$ cat src/hdl/fud_pkg.sv
package fud_pkg;

    // Default depth of the job queue between front and back
    localparam int FUD_QUEUE_DEPTH = 4;

    // Results one input byte can cause at most
    localparam int FUD_SLOTS = 4;

    localparam logic [7:0] CH_PLUS  = 8'h2B;
    localparam logic [7:0] CH_PCT   = 8'h25;
    localparam logic [7:0] CH_AMP   = 8'h26;
    localparam logic [7:0] CH_EQ    = 8'h3D;
    localparam logic [7:0] CH_SPACE = 8'h20;

    typedef enum logic [1:0] {
        ESC_IDLE = 2'd0,
        ESC_PCT  = 2'd1,
        ESC_HEX1 = 2'd2
    } t_esc;

    typedef struct packed {
        logic [7:0] data;
        logic       byte_valid;
        logic       in_value;
        logic       field_end;
        logic       body_end;
    } t_result;

    typedef struct packed {
        logic [2:0]                count;
        t_result [FUD_SLOTS-1:0]   slot;
    } t_job;

    typedef struct packed {
        logic       is_hex;
        logic [3:0] nib;
    } t_hex;

    function automatic t_hex hex_decode(input logic [7:0] c);
        t_hex h;
        h = '0;
        if (c >= 8'h30 && c <= 8'h39) begin
            h.is_hex = 1'b1;
            h.nib    = c[3:0];
        end else if ((c >= 8'h41 && c <= 8'h46) || (c >= 8'h61 && c <= 8'h66)) begin
            h.is_hex = 1'b1;
            h.nib    = c[3:0] + 4'd9;
        end
        return h;
    endfunction

    function automatic t_result mk_result(input logic [7:0] data, input logic byte_valid,
                                          input logic in_value, input logic field_end,
                                          input logic body_end);
        t_result r;
        r.data       = byte_valid ? data : 8'h00;
        r.byte_valid = byte_valid;
        r.in_value   = in_value;
        r.field_end  = field_end;
        r.body_end   = body_end;
        return r;
    endfunction

endpackage

$ cat src/hdl/fud_front.sv
module fud_front
    import fud_pkg::*;
(
    input  logic       i_clk,
    input  logic       i_rst_n,
    input  logic       i_push,
    input  logic       i_full,
    input  logic [7:0] i_in_byte,
    input  logic       i_in_last,
    output logic       o_job_push,
    output t_job       o_job
);

    t_esc       r_esc, n_esc;
    logic       r_value_phase, n_value_phase;
    logic [7:0] r_held, n_held;

    t_esc       s_esc_mid;
    logic       s_phase_mid;
    logic [7:0] s_held_mid;
    logic       s_run;
    logic       s_accept;
    t_hex       s_hex;
    t_hex       s_held_hex;
    t_job       s_job;

    assign s_accept   = i_push && !i_full;
    assign s_hex      = hex_decode(i_in_byte);
    assign s_held_hex = hex_decode(r_held);

    // Next state: escape stage, key/value phase and held digit
    always_comb begin
        s_esc_mid   = r_esc;
        s_phase_mid = r_value_phase;
        s_held_mid  = r_held;
        s_run       = 1'b0;
        unique case (r_esc)
            ESC_PCT: begin
                if (s_hex.is_hex) begin
                    s_esc_mid  = ESC_HEX1;
                    s_held_mid = i_in_byte;
                end else begin
                    s_run = 1'b1;
                end
            end
            ESC_HEX1: begin
                s_esc_mid  = ESC_IDLE;
                s_held_mid = 8'h00;
                s_run      = !s_hex.is_hex;
            end
            default: begin
                s_run = 1'b1;
            end
        endcase
        if (s_run) begin
            s_esc_mid = ESC_IDLE;
            if (i_in_byte == CH_AMP) begin
                s_phase_mid = 1'b0;
            end else if (i_in_byte == CH_EQ && !r_value_phase) begin
                s_phase_mid = 1'b1;
            end else if (i_in_byte == CH_PCT) begin
                s_esc_mid = ESC_PCT;
            end
        end
        if (!s_accept) begin
            n_esc         = r_esc;
            n_value_phase = r_value_phase;
            n_held        = r_held;
        end else if (i_in_last) begin
            n_esc         = ESC_IDLE;
            n_value_phase = 1'b0;
            n_held        = 8'h00;
        end else begin
            n_esc         = s_esc_mid;
            n_value_phase = s_phase_mid;
            n_held        = s_held_mid;
        end
    end

    // Outputs: gather every result of this byte into one job
    always_comb begin
        logic [2:0] k;
        s_job = '0;
        k     = 3'd0;
        unique case (r_esc)
            ESC_PCT: begin
                if (!s_hex.is_hex) begin
                    s_job.slot[k[1:0]] = mk_result(CH_PCT, 1'b1, r_value_phase, 1'b0, 1'b0);
                    k = k + 3'd1;
                end
            end
            ESC_HEX1: begin
                if (s_hex.is_hex) begin
                    s_job.slot[k[1:0]] = mk_result({s_held_hex.nib, s_hex.nib}, 1'b1,
                                                   r_value_phase, 1'b0, 1'b0);
                    k = k + 3'd1;
                end else begin
                    s_job.slot[k[1:0]] = mk_result(CH_PCT, 1'b1, r_value_phase, 1'b0, 1'b0);
                    k = k + 3'd1;
                    s_job.slot[k[1:0]] = mk_result(r_held, 1'b1, r_value_phase, 1'b0, 1'b0);
                    k = k + 3'd1;
                end
            end
            default: begin
            end
        endcase
        if (s_run) begin
            if (i_in_byte == CH_AMP) begin
                s_job.slot[k[1:0]] = mk_result(8'h00, 1'b0, r_value_phase, 1'b1, 1'b0);
                k = k + 3'd1;
            end else if ((i_in_byte == CH_EQ && !r_value_phase) || i_in_byte == CH_PCT) begin
                k = k;
            end else if (i_in_byte == CH_PLUS) begin
                s_job.slot[k[1:0]] = mk_result(CH_SPACE, 1'b1, r_value_phase, 1'b0, 1'b0);
                k = k + 3'd1;
            end else begin
                s_job.slot[k[1:0]] = mk_result(i_in_byte, 1'b1, r_value_phase, 1'b0, 1'b0);
                k = k + 3'd1;
            end
        end
        if (i_in_last) begin
            // Flush an escape cut short by the body end
            if (s_esc_mid == ESC_PCT || s_esc_mid == ESC_HEX1) begin
                s_job.slot[k[1:0]] = mk_result(CH_PCT, 1'b1, s_phase_mid, 1'b0, 1'b0);
                k = k + 3'd1;
            end
            if (s_esc_mid == ESC_HEX1) begin
                s_job.slot[k[1:0]] = mk_result(s_held_mid, 1'b1, s_phase_mid, 1'b0, 1'b0);
                k = k + 3'd1;
            end
            s_job.slot[k[1:0]] = mk_result(8'h00, 1'b0, s_phase_mid, 1'b1, 1'b1);
            k = k + 3'd1;
        end
        s_job.count = k;
    end

    assign o_job      = s_job;
    assign o_job_push = s_accept && (s_job.count != 3'd0);

    always_ff @(posedge i_clk) begin
        if (!i_rst_n) begin
            r_esc         <= ESC_IDLE;
            r_value_phase <= 1'b0;
            r_held        <= 8'h00;
        end else begin
            r_esc         <= n_esc;
            r_value_phase <= n_value_phase;
            r_held        <= n_held;
        end
    end

    a_held_clear: assert property (@(posedge i_clk) disable iff (!i_rst_n)
        r_esc != ESC_HEX1 |-> r_held == 8'h00)
        else $error("held digit not cleared outside escape");

    a_held_hex: assert property (@(posedge i_clk) disable iff (!i_rst_n)
        r_esc == ESC_HEX1 |-> s_held_hex.is_hex)
        else $error("held digit is not a hex digit");

endmodule

$ cat src/hdl/fud_queue.sv
module fud_queue
    import fud_pkg::*;
#(
    parameter int DEPTH = FUD_QUEUE_DEPTH
) (
    input  logic i_clk,
    input  logic i_rst_n,
    input  logic i_wr,
    input  t_job i_wr_job,
    output logic o_full,
    input  logic i_rd,
    output logic o_valid,
    output t_job o_head
);

    localparam int PTR_W = (DEPTH > 1) ? $clog2(DEPTH) : 1;
    localparam int CNT_W = $clog2(DEPTH + 1);
    localparam logic [PTR_W-1:0] PTR_LAST = PTR_W'(DEPTH - 1);
    localparam logic [CNT_W-1:0] CNT_FULL = CNT_W'(DEPTH);

    t_job             r_mem [DEPTH];
    logic [PTR_W-1:0] r_wr_ptr, n_wr_ptr;
    logic [PTR_W-1:0] r_rd_ptr, n_rd_ptr;
    logic [CNT_W-1:0] r_count, n_count;
    logic             s_wr;
    logic             s_rd;

    assign o_full  = (r_count == CNT_FULL);
    assign o_valid = (r_count != '0);
    assign o_head  = r_mem[r_rd_ptr];
    assign s_wr    = i_wr && !o_full;
    assign s_rd    = i_rd && o_valid;

    always_comb begin
        n_wr_ptr = r_wr_ptr;
        n_rd_ptr = r_rd_ptr;
        n_count  = r_count;
        if (s_wr) begin
            n_wr_ptr = (r_wr_ptr == PTR_LAST) ? '0 : r_wr_ptr + PTR_W'(1);
        end
        if (s_rd) begin
            n_rd_ptr = (r_rd_ptr == PTR_LAST) ? '0 : r_rd_ptr + PTR_W'(1);
        end
        if (s_wr && !s_rd) begin
            n_count = r_count + CNT_W'(1);
        end else if (s_rd && !s_wr) begin
            n_count = r_count - CNT_W'(1);
        end
    end

    always_ff @(posedge i_clk) begin
        if (s_wr) begin
            r_mem[r_wr_ptr] <= i_wr_job;
        end
    end

    always_ff @(posedge i_clk) begin
        if (!i_rst_n) begin
            r_wr_ptr <= '0;
            r_rd_ptr <= '0;
            r_count  <= '0;
        end else begin
            r_wr_ptr <= n_wr_ptr;
            r_rd_ptr <= n_rd_ptr;
            r_count  <= n_count;
        end
    end

    a_count_bound: assert property (@(posedge i_clk) disable iff (!i_rst_n)
        r_count <= CNT_FULL)
        else $error("job queue count overflow");

endmodule

$ cat src/hdl/fud_emit.sv
module fud_emit
    import fud_pkg::*;
(
    input  logic       i_clk,
    input  logic       i_rst_n,
    input  logic       i_job_valid,
    input  t_job       i_job,
    output logic       o_job_pop,
    input  logic       i_pop,
    output logic       o_empty,
    output logic [7:0] o_out_byte,
    output logic       o_byte_valid,
    output logic       o_in_value,
    output logic       o_field_end,
    output logic       o_body_end,
    output logic       o_last
);

    t_result    r_out;
    logic       r_out_last;
    logic       r_out_valid, n_out_valid;
    logic [1:0] r_idx, n_idx;
    logic       s_load;
    logic       s_slot_last;

    // Load the output register whenever it is free or being drained
    assign s_load      = i_job_valid && (!r_out_valid || i_pop);
    assign s_slot_last = ({1'b0, r_idx} + 3'd1) == i_job.count;
    assign o_job_pop   = s_load && s_slot_last;

    always_comb begin
        n_idx       = r_idx;
        n_out_valid = r_out_valid;
        if (s_load) begin
            n_idx       = s_slot_last ? 2'd0 : r_idx + 2'd1;
            n_out_valid = 1'b1;
        end else if (i_pop) begin
            n_out_valid = 1'b0;
        end
    end

    always_ff @(posedge i_clk) begin
        if (s_load) begin
            r_out      <= i_job.slot[r_idx];
            r_out_last <= s_slot_last;
        end
    end

    always_ff @(posedge i_clk) begin
        if (!i_rst_n) begin
            r_out_valid <= 1'b0;
            r_idx       <= 2'd0;
        end else begin
            r_out_valid <= n_out_valid;
            r_idx       <= n_idx;
        end
    end

    assign o_empty      = !r_out_valid;
    assign o_out_byte   = r_out.data;
    assign o_byte_valid = r_out.byte_valid;
    assign o_in_value   = r_out.in_value;
    assign o_field_end  = r_out.field_end;
    assign o_body_end   = r_out.body_end;
    assign o_last       = r_out_last;

    a_idx_idle: assert property (@(posedge i_clk) disable iff (!i_rst_n)
        !i_job_valid |-> r_idx == 2'd0)
        else $error("slot index left mid-job with no job queued");

    a_idx_range: assert property (@(posedge i_clk) disable iff (!i_rst_n)
        i_job_valid |-> ({1'b0, r_idx} < i_job.count))
        else $error("slot index beyond job result count");

endmodule

$ cat src/hdl/form_urlencoded_decoder.sv
// Channel   Direction  Handshake               Payload
// input     in         push / full             i_in_byte, i_in_last
// result    out        empty / pop             o_out_byte, o_byte_valid, o_in_value,
//                                              o_field_end, o_body_end, o_last
//
// A byte is taken at every edge while full is low; the front queues all of its results as
// one job in the cycle of the transaction, and the back loads one result per cycle into the
// output register while that is empty or popped; results reach the ports from the job queue
// through that register. A byte causes up to four results, emitted one by one; a '%', a
// first escape digit or splitting '=' not last causes none; full rises only on a full queue.
// Reset is synchronous, active low, clears decode state, queue and output register.
module form_urlencoded_decoder
    import fud_pkg::*;
#(
    parameter int QUEUE_DEPTH = FUD_QUEUE_DEPTH
) (
    input  logic       i_clk,
    input  logic       i_rst_n,
    // input transactions: raw body bytes
    input  logic       push,
    output logic       full,
    input  logic [7:0] i_in_byte,
    input  logic       i_in_last,
    // result transactions: decoded bytes and markers
    output logic       empty,
    input  logic       pop,
    output logic [7:0] o_out_byte,
    output logic       o_byte_valid,
    output logic       o_in_value,
    output logic       o_field_end,
    output logic       o_body_end,
    output logic       o_last
);

    // Front -> queue: one job per byte that causes any result
    logic s_job_push;
    t_job s_job_in;

    // Queue -> back: oldest job not yet fully emitted
    logic s_job_valid;
    t_job s_job_head;
    logic s_job_pop;

    // Classify each byte, track key/value phase and pending escape
    fud_front u_front (
        .i_clk      (i_clk),
        .i_rst_n    (i_rst_n),
        .i_push     (push),
        .i_full     (full),
        .i_in_byte  (i_in_byte),
        .i_in_last  (i_in_last),
        .o_job_push (s_job_push),
        .o_job      (s_job_in)
    );

    // Decouple front and back so either can stall alone
    fud_queue #(
        .DEPTH (QUEUE_DEPTH)
    ) u_queue (
        .i_clk    (i_clk),
        .i_rst_n  (i_rst_n),
        .i_wr     (s_job_push),
        .i_wr_job (s_job_in),
        .o_full   (full),
        .i_rd     (s_job_pop),
        .o_valid  (s_job_valid),
        .o_head   (s_job_head)
    );

    // Serialize each job into single results, one per cycle while the result port is not stalled
    fud_emit u_emit (
        .i_clk        (i_clk),
        .i_rst_n      (i_rst_n),
        .i_job_valid  (s_job_valid),
        .i_job        (s_job_head),
        .o_job_pop    (s_job_pop),
        .i_pop        (pop),
        .o_empty      (empty),
        .o_out_byte   (o_out_byte),
        .o_byte_valid (o_byte_valid),
        .o_in_value   (o_in_value),
        .o_field_end  (o_field_end),
        .o_body_end   (o_body_end),
        .o_last       (o_last)
    );

endmodule

$ cat config.mk
export PLATFORM = sky130hd
export DESIGN_NAME = form_urlencoded_decoder
export DESIGN_NICKNAME = d
export VERILOG_FILES = /design/src/hdl/fud_pkg.sv /design/src/hdl/fud_front.sv /design/src/hdl/fud_queue.sv /design/src/hdl/fud_emit.sv /design/src/hdl/form_urlencoded_decoder.sv
export SDC_FILE = /design/constraint.sdc
export NUM_CORES = 1
export LEC_CHECK = 0
export ABC_AREA = 0
export BUFFER_PORTS_ARGS = -buffer_cell sky130_fd_sc_hd__buf_2
export CORE_MARGIN = 3
export CORE_UTILIZATION = 50
export CTS_BUF_LIST = sky130_fd_sc_hd__clkbuf_16
export CTS_CLUSTER_DIAMETER = 150
export DETAILED_ROUTE_END_ITERATION = 10
export PLACE_DENSITY = 0.66
export SETUP_SLACK_MARGIN = 0.1
export SYNTH_ARGS = -nofsm -noshare
export SYNTH_HDL_FRONTEND = slang
export SYNTH_SLANG_ARGS = --single-unit
$ cat constraint.sdc
create_clock -name i_clk -period 15.1 [get_ports i_clk]
set_input_delay 0.755 -clock i_clk [delete_from_list [all_inputs] [get_ports i_clk]]
set_output_delay 0.755 -clock i_clk [all_outputs]
set_load 0.01 [all_outputs]
; Word level (Yosys, flattened, before mapping)
; Memories as Yosys holds them, arrays and structs flattened. A register that Yosys moved wholly into a read port is not among the register bits.
; Cells that the tools add are included.
[totals]
ff_bits = 34
latch_bits = 0
ram_bits = 204
rom_bits = 0
inputBits = 13
out_inout_bits = 15
memories = 1
[mem_list]
columns = memory, depth, word_bits, read_ports, rd_clocked_by_memory_dff, wr, line_no
row1 = u_queue.r_mem, 4, 51, 1, 1, 1, fud_queue.sv:21  ; t_job r_mem [DEPTH];
[classes]
n_addsub = 12
multipliers = 0
n_div = 0
order_cmp = 21
eq_ne = 12
shift = 0
mux = 72
bitwise_logic = 0
n_reduce_logical = 34
[ops]
columns = cell, count
row1 = two-way mux 48 bit, 9
row2 = bitwise mux 48 bit, 6
row3 = demux 12 bit (select 2 bit), 4
row4 = two-way mux 12 bit, 8
row5 = == test 8 x 6 -> 1 bit (second input constant), 4
row6 = >= comparator 8 x 7 -> 1 bit (second input constant), 4
row7 = <= comparator 8 x 7 -> 1 bit (second input constant), 4
row8 = two-way mux 3 bit, 10
row9 = binary-select mux 12 bit (select 2 bit), 1
row10 = one-hot mux 12 bit (2 select lines), 1
row11 = two-way mux 2 bit, 11
row12 = logical AND 1 bit, 19
row13 = >= comparator 8 x 6 -> 1 bit (second input constant), 2
row14 = <= comparator 8 x 6 -> 1 bit (second input constant), 2
row15 = two-way mux 8 bit, 2
row16 = one-hot mux 8 bit (2 select lines), 1
row17 = adder 3 x 1 -> 3 bit (second input constant), 5
row18 = less-than comparator 2 x 3 -> 1 bit (second input constant), 5
row19 = two-way mux 1 bit, 11
row20 = two-way mux 10 bit, 1
row21 = two-way mux 5 bit, 2
row22 = adder 4 bit (second input constant), 2
row23 = == test 2 bit (second input constant), 4
row24 = >= comparator 2 x 1 -> 1 bit (second input constant), 4
row25 = other kinds (14), 29

; Logic depth before layout (Yosys ltp)
[depth]
word_depth = 26
ltp_mapped = 30

; Hierarchy
; Synthesis repeated with hierarchy kept, for this count alone.
[unflattened]
cells_unflattened = 733
hier_area_um2 = 11352.1
[by_module_without_submodules]
columns = mod, n_inst, cells_per_inst, area_per_inst_um2, seq_area_each_um2
row1 = fud_queue, 1, 318, 7900.1, 6306.0
row2 = fud_front, 1, 367, 2562.5, 220.2
row3 = fud_emit, 1, 48, 889.6, 450.4

; Worst setup path before layout
; Ideal clock, no wire load.
[synth_timing]
path_kind = input port to flip-flop
from = input i_in_byte[1]
to = memory u_queue.r_mem[0][0] (netlist name) (enable)
setup_ns = 0.533
t_arrival_ns = 9.006
required_time_ns = 14.567
setup_slack_ns = 5.561
stages = 23
path_buffers = 0
cell_sequence = inv_1 > ha_1 > or3b_1 > and4_1 > nor3_1 > and2_1 > inv_1 > ha_1 > mux2i_1 > o32ai_2 > inv_2 > ha_1 > mux2i_1 > inv_1 > ha_1 > nand2_1 > o21ai_0 > ha_1 > xnor2_1 > nor2_1 > a211oi_1 > a211oi_2 > nor3b_1
[synth_between]
elab_chain_cells = 24
word_cells_on_any_way = 49
cone_classes = add/sub: 4 / order compare: 6 / eq/ne: 5 / mux: 23 / reduce/logical: 11
[synth_lines]
columns = element, line_no
row1 = start: declaration, form_urlencoded_decoder.sv:22  ; input logic [7:0] i_in_byte,
row2 = >= comparator 8 x 7 -> 1 bit / <= comparator 8 x 7 -> 1 bit (equally long branches), fud_pkg.sv:45  ; end else if ((c >= 8'h41 && c <= 8'h46) || (c >= 8'h61 && c <= 8'h66)) begin
row3 = logical AND 1 bit, fud_pkg.sv:45
row4 = logical OR 1 bit, fud_pkg.sv:45
row5 = two-way mux 5 bit, fud_pkg.sv:45
row6 = two-way mux 5 bit, fud_pkg.sv:42  ; if (c >= 8'h30 && c <= 8'h39) begin
row7 = two-way mux 2 bit / two-way mux 1 bit (equally long branches), "fud_front.sv:93, fud_front.sv:39, fud_front.sv:87"
row8 = one-hot mux 3 bit (2 select lines), fud_front.sv:85  ; unique case (r_esc)
row9 = adder 3 x 1 -> 3 bit, "fud_front.sv:110, fud_front.sv:115, fud_front.sv:118"
row10 = [8 not listed], -
row11 = two-way mux 3 bit, fud_front.sv:121  ; if (i_in_last) begin
row12 = adder 3 x 1 -> 3 bit, fud_front.sv:132  ; k = k + 3'd1;
row13 = two-way mux 3 bit *, fud_front.sv:121
row14 = nonzero test 3 bit *, fud_front.sv:138  ; assign o_job_push = s_accept && (s_job.count != 3'd0);
row15 = logical AND 1 bit *, fud_front.sv:138
row16 = logical AND 1 bit *, fud_queue.sv:31  ; assign s_wr = i_wr && !o_full;
row17 = two-way mux 1 bit *, fud_queue.sv:52  ; if (s_wr) begin
row18 = two-way mux 1 bit (not written as such) *, fud_queue.sv:53  ; r_mem[r_wr_ptr] <= i_wr_job;
row19 = end: declaration, fud_queue.sv:21
; Mark *: on every way between the ends. The rest lies on a longest branch, timed or not. The select of a mux whose other input is x is not followed.

; Final worst setup path
[layout_timing]
from = input i_in_byte[1]
to = register u_queue.r_count[2]
[layout_between]
elab_chain_cells = 25
word_cells_on_any_way = 52
cone_classes = add/sub: 4 / order compare: 6 / eq/ne: 5 / mux: 22 / reduce/logical: 15
[layout_lines]
columns = element, line_no
row1 = >= comparator 8 x 7 -> 1 bit / <= comparator 8 x 7 -> 1 bit (equally long branches), fud_pkg.sv:45
row2 = logical AND 1 bit, fud_pkg.sv:45
row3 = logical OR 1 bit, fud_pkg.sv:45
row4 = two-way mux 5 bit, fud_pkg.sv:45
row5 = two-way mux 5 bit, fud_pkg.sv:42
row6 = two-way mux 2 bit / two-way mux 1 bit (equally long branches), "fud_front.sv:93, fud_front.sv:39, fud_front.sv:87"
row7 = one-hot mux 3 bit (2 select lines), fud_front.sv:85
row8 = adder 3 x 1 -> 3 bit, "fud_front.sv:110, fud_front.sv:115, fud_front.sv:118"
row9 = [10 not listed], -
row10 = two-way mux 3 bit *, fud_front.sv:121
row11 = nonzero test 3 bit *, fud_front.sv:138
row12 = logical AND 1 bit *, fud_front.sv:138
row13 = logical AND 1 bit *, fud_queue.sv:31
row14 = via u_queue.s_wr, fud_queue.sv:25  ; logic s_wr;
row15 = logical NOT 1 bit, fud_queue.sv:46  ; end else if (s_rd && !s_wr) begin
row16 = logical AND 1 bit, fud_queue.sv:46
row17 = nonzero test 2 bit (no line), -
row18 = end signal: assignment, fud_queue.sv:65  ; r_count <= n_count;
row19 = end: declaration, fud_queue.sv:24  ; logic [CNT_W-1:0] r_count, n_count;
; Mark *: on every way through the listed nets, which the timed path passes. The rest lies on a longest branch. The select of a mux whose other input is x is not followed.
; A chain may end at the register's enable or synchronous reset.

==> impl_summary.txt <==
----------------------------------------------------
[CTS]
  H-tree lvl count ... 1
  Number of buffers on the longest clock path ... 3
  TritonCTS clock tree ... done
  Sinks on the clock net ... 240
  Clock transition at the registers of the reported paths ... 0.06 ns
  Skew-Pair Late Insertion Delay ... 0.53 ns
  Count of hold buffers inserted by post-cts repair ... 0
  Post-CTS setup buffer count ... 0
  CTS Buf Count ... 25
  Number of gates resized after cts ... 0
  CTS root buf ... sky130_fd_sc_hd__clkbuf_16

[Layout]
  Area of the multi-input gates ... 3980 sq um
  Footprint of the flip-flops and latches ... 6980 sq um
  Most frequent standard cell in the layout excluding fill and tap cells ... sky130_fd_sc_hd__edfxtp_1
  Layout cell share with drive strength beyond 1 ... 20.9%
  Layout net count ... 801
  Final Instance Area ... 12500 sq um
  Final antenna diode count ... 0
  Number of filler cells placed in the layout ... 1738
  Most used cells in the layout excluding fill and tap cells ... sky130_fd_sc_hd__edfxtp_1 (217), sky130_fd_sc_hd__mux4_2 (63), sky130_fd_sc_hd__nand2_1 (48), sky130_fd_sc_hd__inv_1 (41), sky130_fd_sc_hd__ha_1 (29)
  Area growth from synthesis to final layout ... 11.3%

[Worst setup path]
  WP data arrival ... 8.04 ns
  Cell repeated most along the worst path ... sky130_fd_sc_hd__ha_1
  Max Fanout on Critical Path ... 11
  Endpoint class of the critical path ... register
  Worst path max stage delay ... 0.53 ns
  Cell with the biggest individual delay on the critical path ... sky130_fd_sc_hd__a211oi_1
  Critical Path Source Type ... primary input
  Required time reported for the critical path endpoint ... 15.54 ns
  CP Class ... in2reg

[Timing]
  Setup violation total in the final timing report ... 0
  Final TNS setup ... 0 ns
  Post-route minimum period ... 7.60 ns
  Worst Max-Slew Pin Slew ... 0.979 ns
  Achievable frequency ... 132 MHz
  RSZ-0062 raised after global routing ... no
  Post-route clock skew ... 0.0103 ns
  Final slew viol count ... 0
  Remaining max-slew budget at the tightest pin ... 34.7%
  Share of the clock period used by the worst path ... 50.3%
  Final number of hold-violating endpoints ... 0

[Synth]
  Sequential fraction of the synthesis area ... 62.3%
  Post-synthesis compound-gate area fraction ... 9.16%
  Simple-gate portion of the synthesized area ... 8.18%
  Share of synthesized cell area in full adder, half adder and majority cells ... 3.42%
  Synthesized netlist net count ... 772
  XOR/XNOR Fraction of Synth Area ... 0.782%
  Prevailing post-synth register cell ... sky130_fd_sc_hd__edfxtp_1
  Yosys reg bits ... 240
  Synth unique cells ... 77
  Cell Area, Synth ... 11200 sq um
  Synthesis warning total ... 0
  Main combinational cell family by area after synthesis ... multiplexers
  Post-synthesis mux area share ... 13.8%
  Share of flip-flops with an asynchronous set or reset ... 0%
  Number of synthesized flops with an enable pin ... 217
  Per-instance average area after synthesis ... 15.4 sq um
  Cell count after synthesis ... 729

[Global route]
  Pin count of the biggest net entering global routing ... 52
  Via count of the first global-routing pass ... 6593
  Number of antenna violations at the first check in global routing ... 0
  Total congestion overflow ... 0
  Wire length of the first global-routing pass ... 40000 um
  Tot GR Track Use ... 21.5%

[Drt]
  Average wire per standard cell ... 24.7 um
  Wire length reported by the detailed router ... 26000 um
  Average via count per standard cell ... 6.33
  First-pass iteration count of the detailed router ... 5
  Via Count ... 6686
  Number of DRC violations after detailed-routing iteration 0 ... 711
  DRT antenna net count ... 0
  Post-route DRC violation count ... 0

[Place]
  Routability-driven placement congestion ratio ... 1.01
  Placement Cell Area ... 11600 sq um
  Number of buffer cells added on primary ports ... 27
  Total half-perimeter wirelength after legalization and detailed placement ... 17400 um

[Die]
  Die span in y ... 156 um
  Total number of placement rows ... 54
  Die width ... 156 um
  Area of the placeable core ... 21900 sq um
  Effective utilization at floorplan ... 51.1%
  Die area ... 24200 sq um
  Count of pins on the block boundary ... 28

[Flow run]
  MaxCap Viol Count ... 0

[Min path]
  Class of the tightest hold or removal check ... reg2reg

[Status]
  Run status ... complete, no violations

[Pwr]
  LEAKAGE ... 4.24 nW
  Power density cells ... 146 nW/um^2
  Largest voltage drop on the vdd net ... 0.0000819 V

----------------------------------------------------
-- final timing paths --
kind	slack, ns	startpoint	endpoint	cells past startpoint
setup / recovery	7.50	i_in_byte[1]	u_queue.r_count[2]	30
hold / removal	0.50	u_emit.r_out_valid	u_emit.r_out_valid	2
setup reg to reg	8.52	u_front.r_esc[0]	u_queue.r_count[2]	26
hold reg to reg	0.50	u_emit.r_out_valid	u_emit.r_out_valid	2
-- Yosys cell counts, types with 8 or more instances --
cell type                  instances  share of area (%)
sky130_fd_sc_hd__edfxtp_1        217                 58
sky130_fd_sc_hd__mux4_2           63                 13
sky130_fd_sc_hd__nand2_1          48                1.6
sky130_fd_sc_hd__inv_1            32                1.1
sky130_fd_sc_hd__ha_1             29                3.2
sky130_fd_sc_hd__nor2_1           27               0.91
sky130_fd_sc_hd__o22ai_1          26                1.5
sky130_fd_sc_hd__dfxtp_1          23                4.1
sky130_fd_sc_hd__a21oi_1          19               0.85
sky130_fd_sc_hd__clkbuf_1         19               0.64
sky130_fd_sc_hd__a22oi_1          18                1.2
sky130_fd_sc_hd__and2_1           16               0.89
sky130_fd_sc_hd__o21ai_0          16               0.72
sky130_fd_sc_hd__nand3_1          12               0.54
sky130_fd_sc_hd__nor2b_1          10               0.56
sky130_fd_sc_hd__mux2i_1           9               0.80
sky130_fd_sc_hd__nor3_1            8               0.36
sky130_fd_sc_hd__nor3b_1           8               0.54
-- power by group --
part	total (W)	internal [W]	switching, W
Sequential	0.000853	0.000828	0.0000254
Clock	0.000612	0.000370	0.000242
Combinational	0.000358	0.000167	0.000190
-- cell type report --
type / instances / share of cell area (%)
sequential: 240 / 56.0
tap: 280 / 2.81
timing repair buffer: 35 / 1.57
multi-input combinational: 422 / 31.9
clock buffer: 25 / 5.02
inverter: 34 / 1.02
clock inverter: 20 / 1.67
-- state kept, by name, summed over array words and instances (netlist names), 2 cells and up, named ones only --
register	flops
u_emit.o_out_byte	8
u_emit.r_idx	2
u_front.r_esc	2
u_front.r_held	8
u_queue.r_count	3
u_queue.r_mem	204
u_queue.r_rd_ptr	2
u_queue.r_wr_ptr	2
-- logic make-up after synthesis --
group           count (synthesis)
mux                            75
buf+inv                        67
flops                         240
simple gates                  166
fa+ha+maj                      30
xor+xnor                       10
compound gates                141
-- through the flow --
step	total power, W	worst slack, ns	util, %	hold WS, ns	std cells
5_1_grt	0.00190	6.87	57.0	0.519	1056
6_report	0.00182	7.50	57.0	0.496	1056
3_3_place_gp	0.00122	7.44	53.1	0.470	1011
2_1_floorplan	0.00113	5.56	-	0.447	729
3_5_place_dp	0.00123	7.11	53.1	0.496	1011
4_1_cts	0.00184	7.56	56.9	0.504	1056
-- worst max-delay path: cells and delay by family --
family | cells | cell delay, ns
xor+xnor | 2 | 0.50
buf+inv | 6 | 0.67
compound gates | 5 | 1.50
fa+ha+maj | 7 | 2.05
mux | 2 | 0.35
simple gates | 8 | 2.21
-- metal layers --
layer	GRT usage [%]	vias to the layer above	wire length, um
met5	0	-	0
met4	5.42	0	626
met3	3.80	47	1700
met2	34.3	264	12500
met1	31.4	3401	11300
li1	-	2974	-
Note: power is estimated with default switching activity, not from simulation.
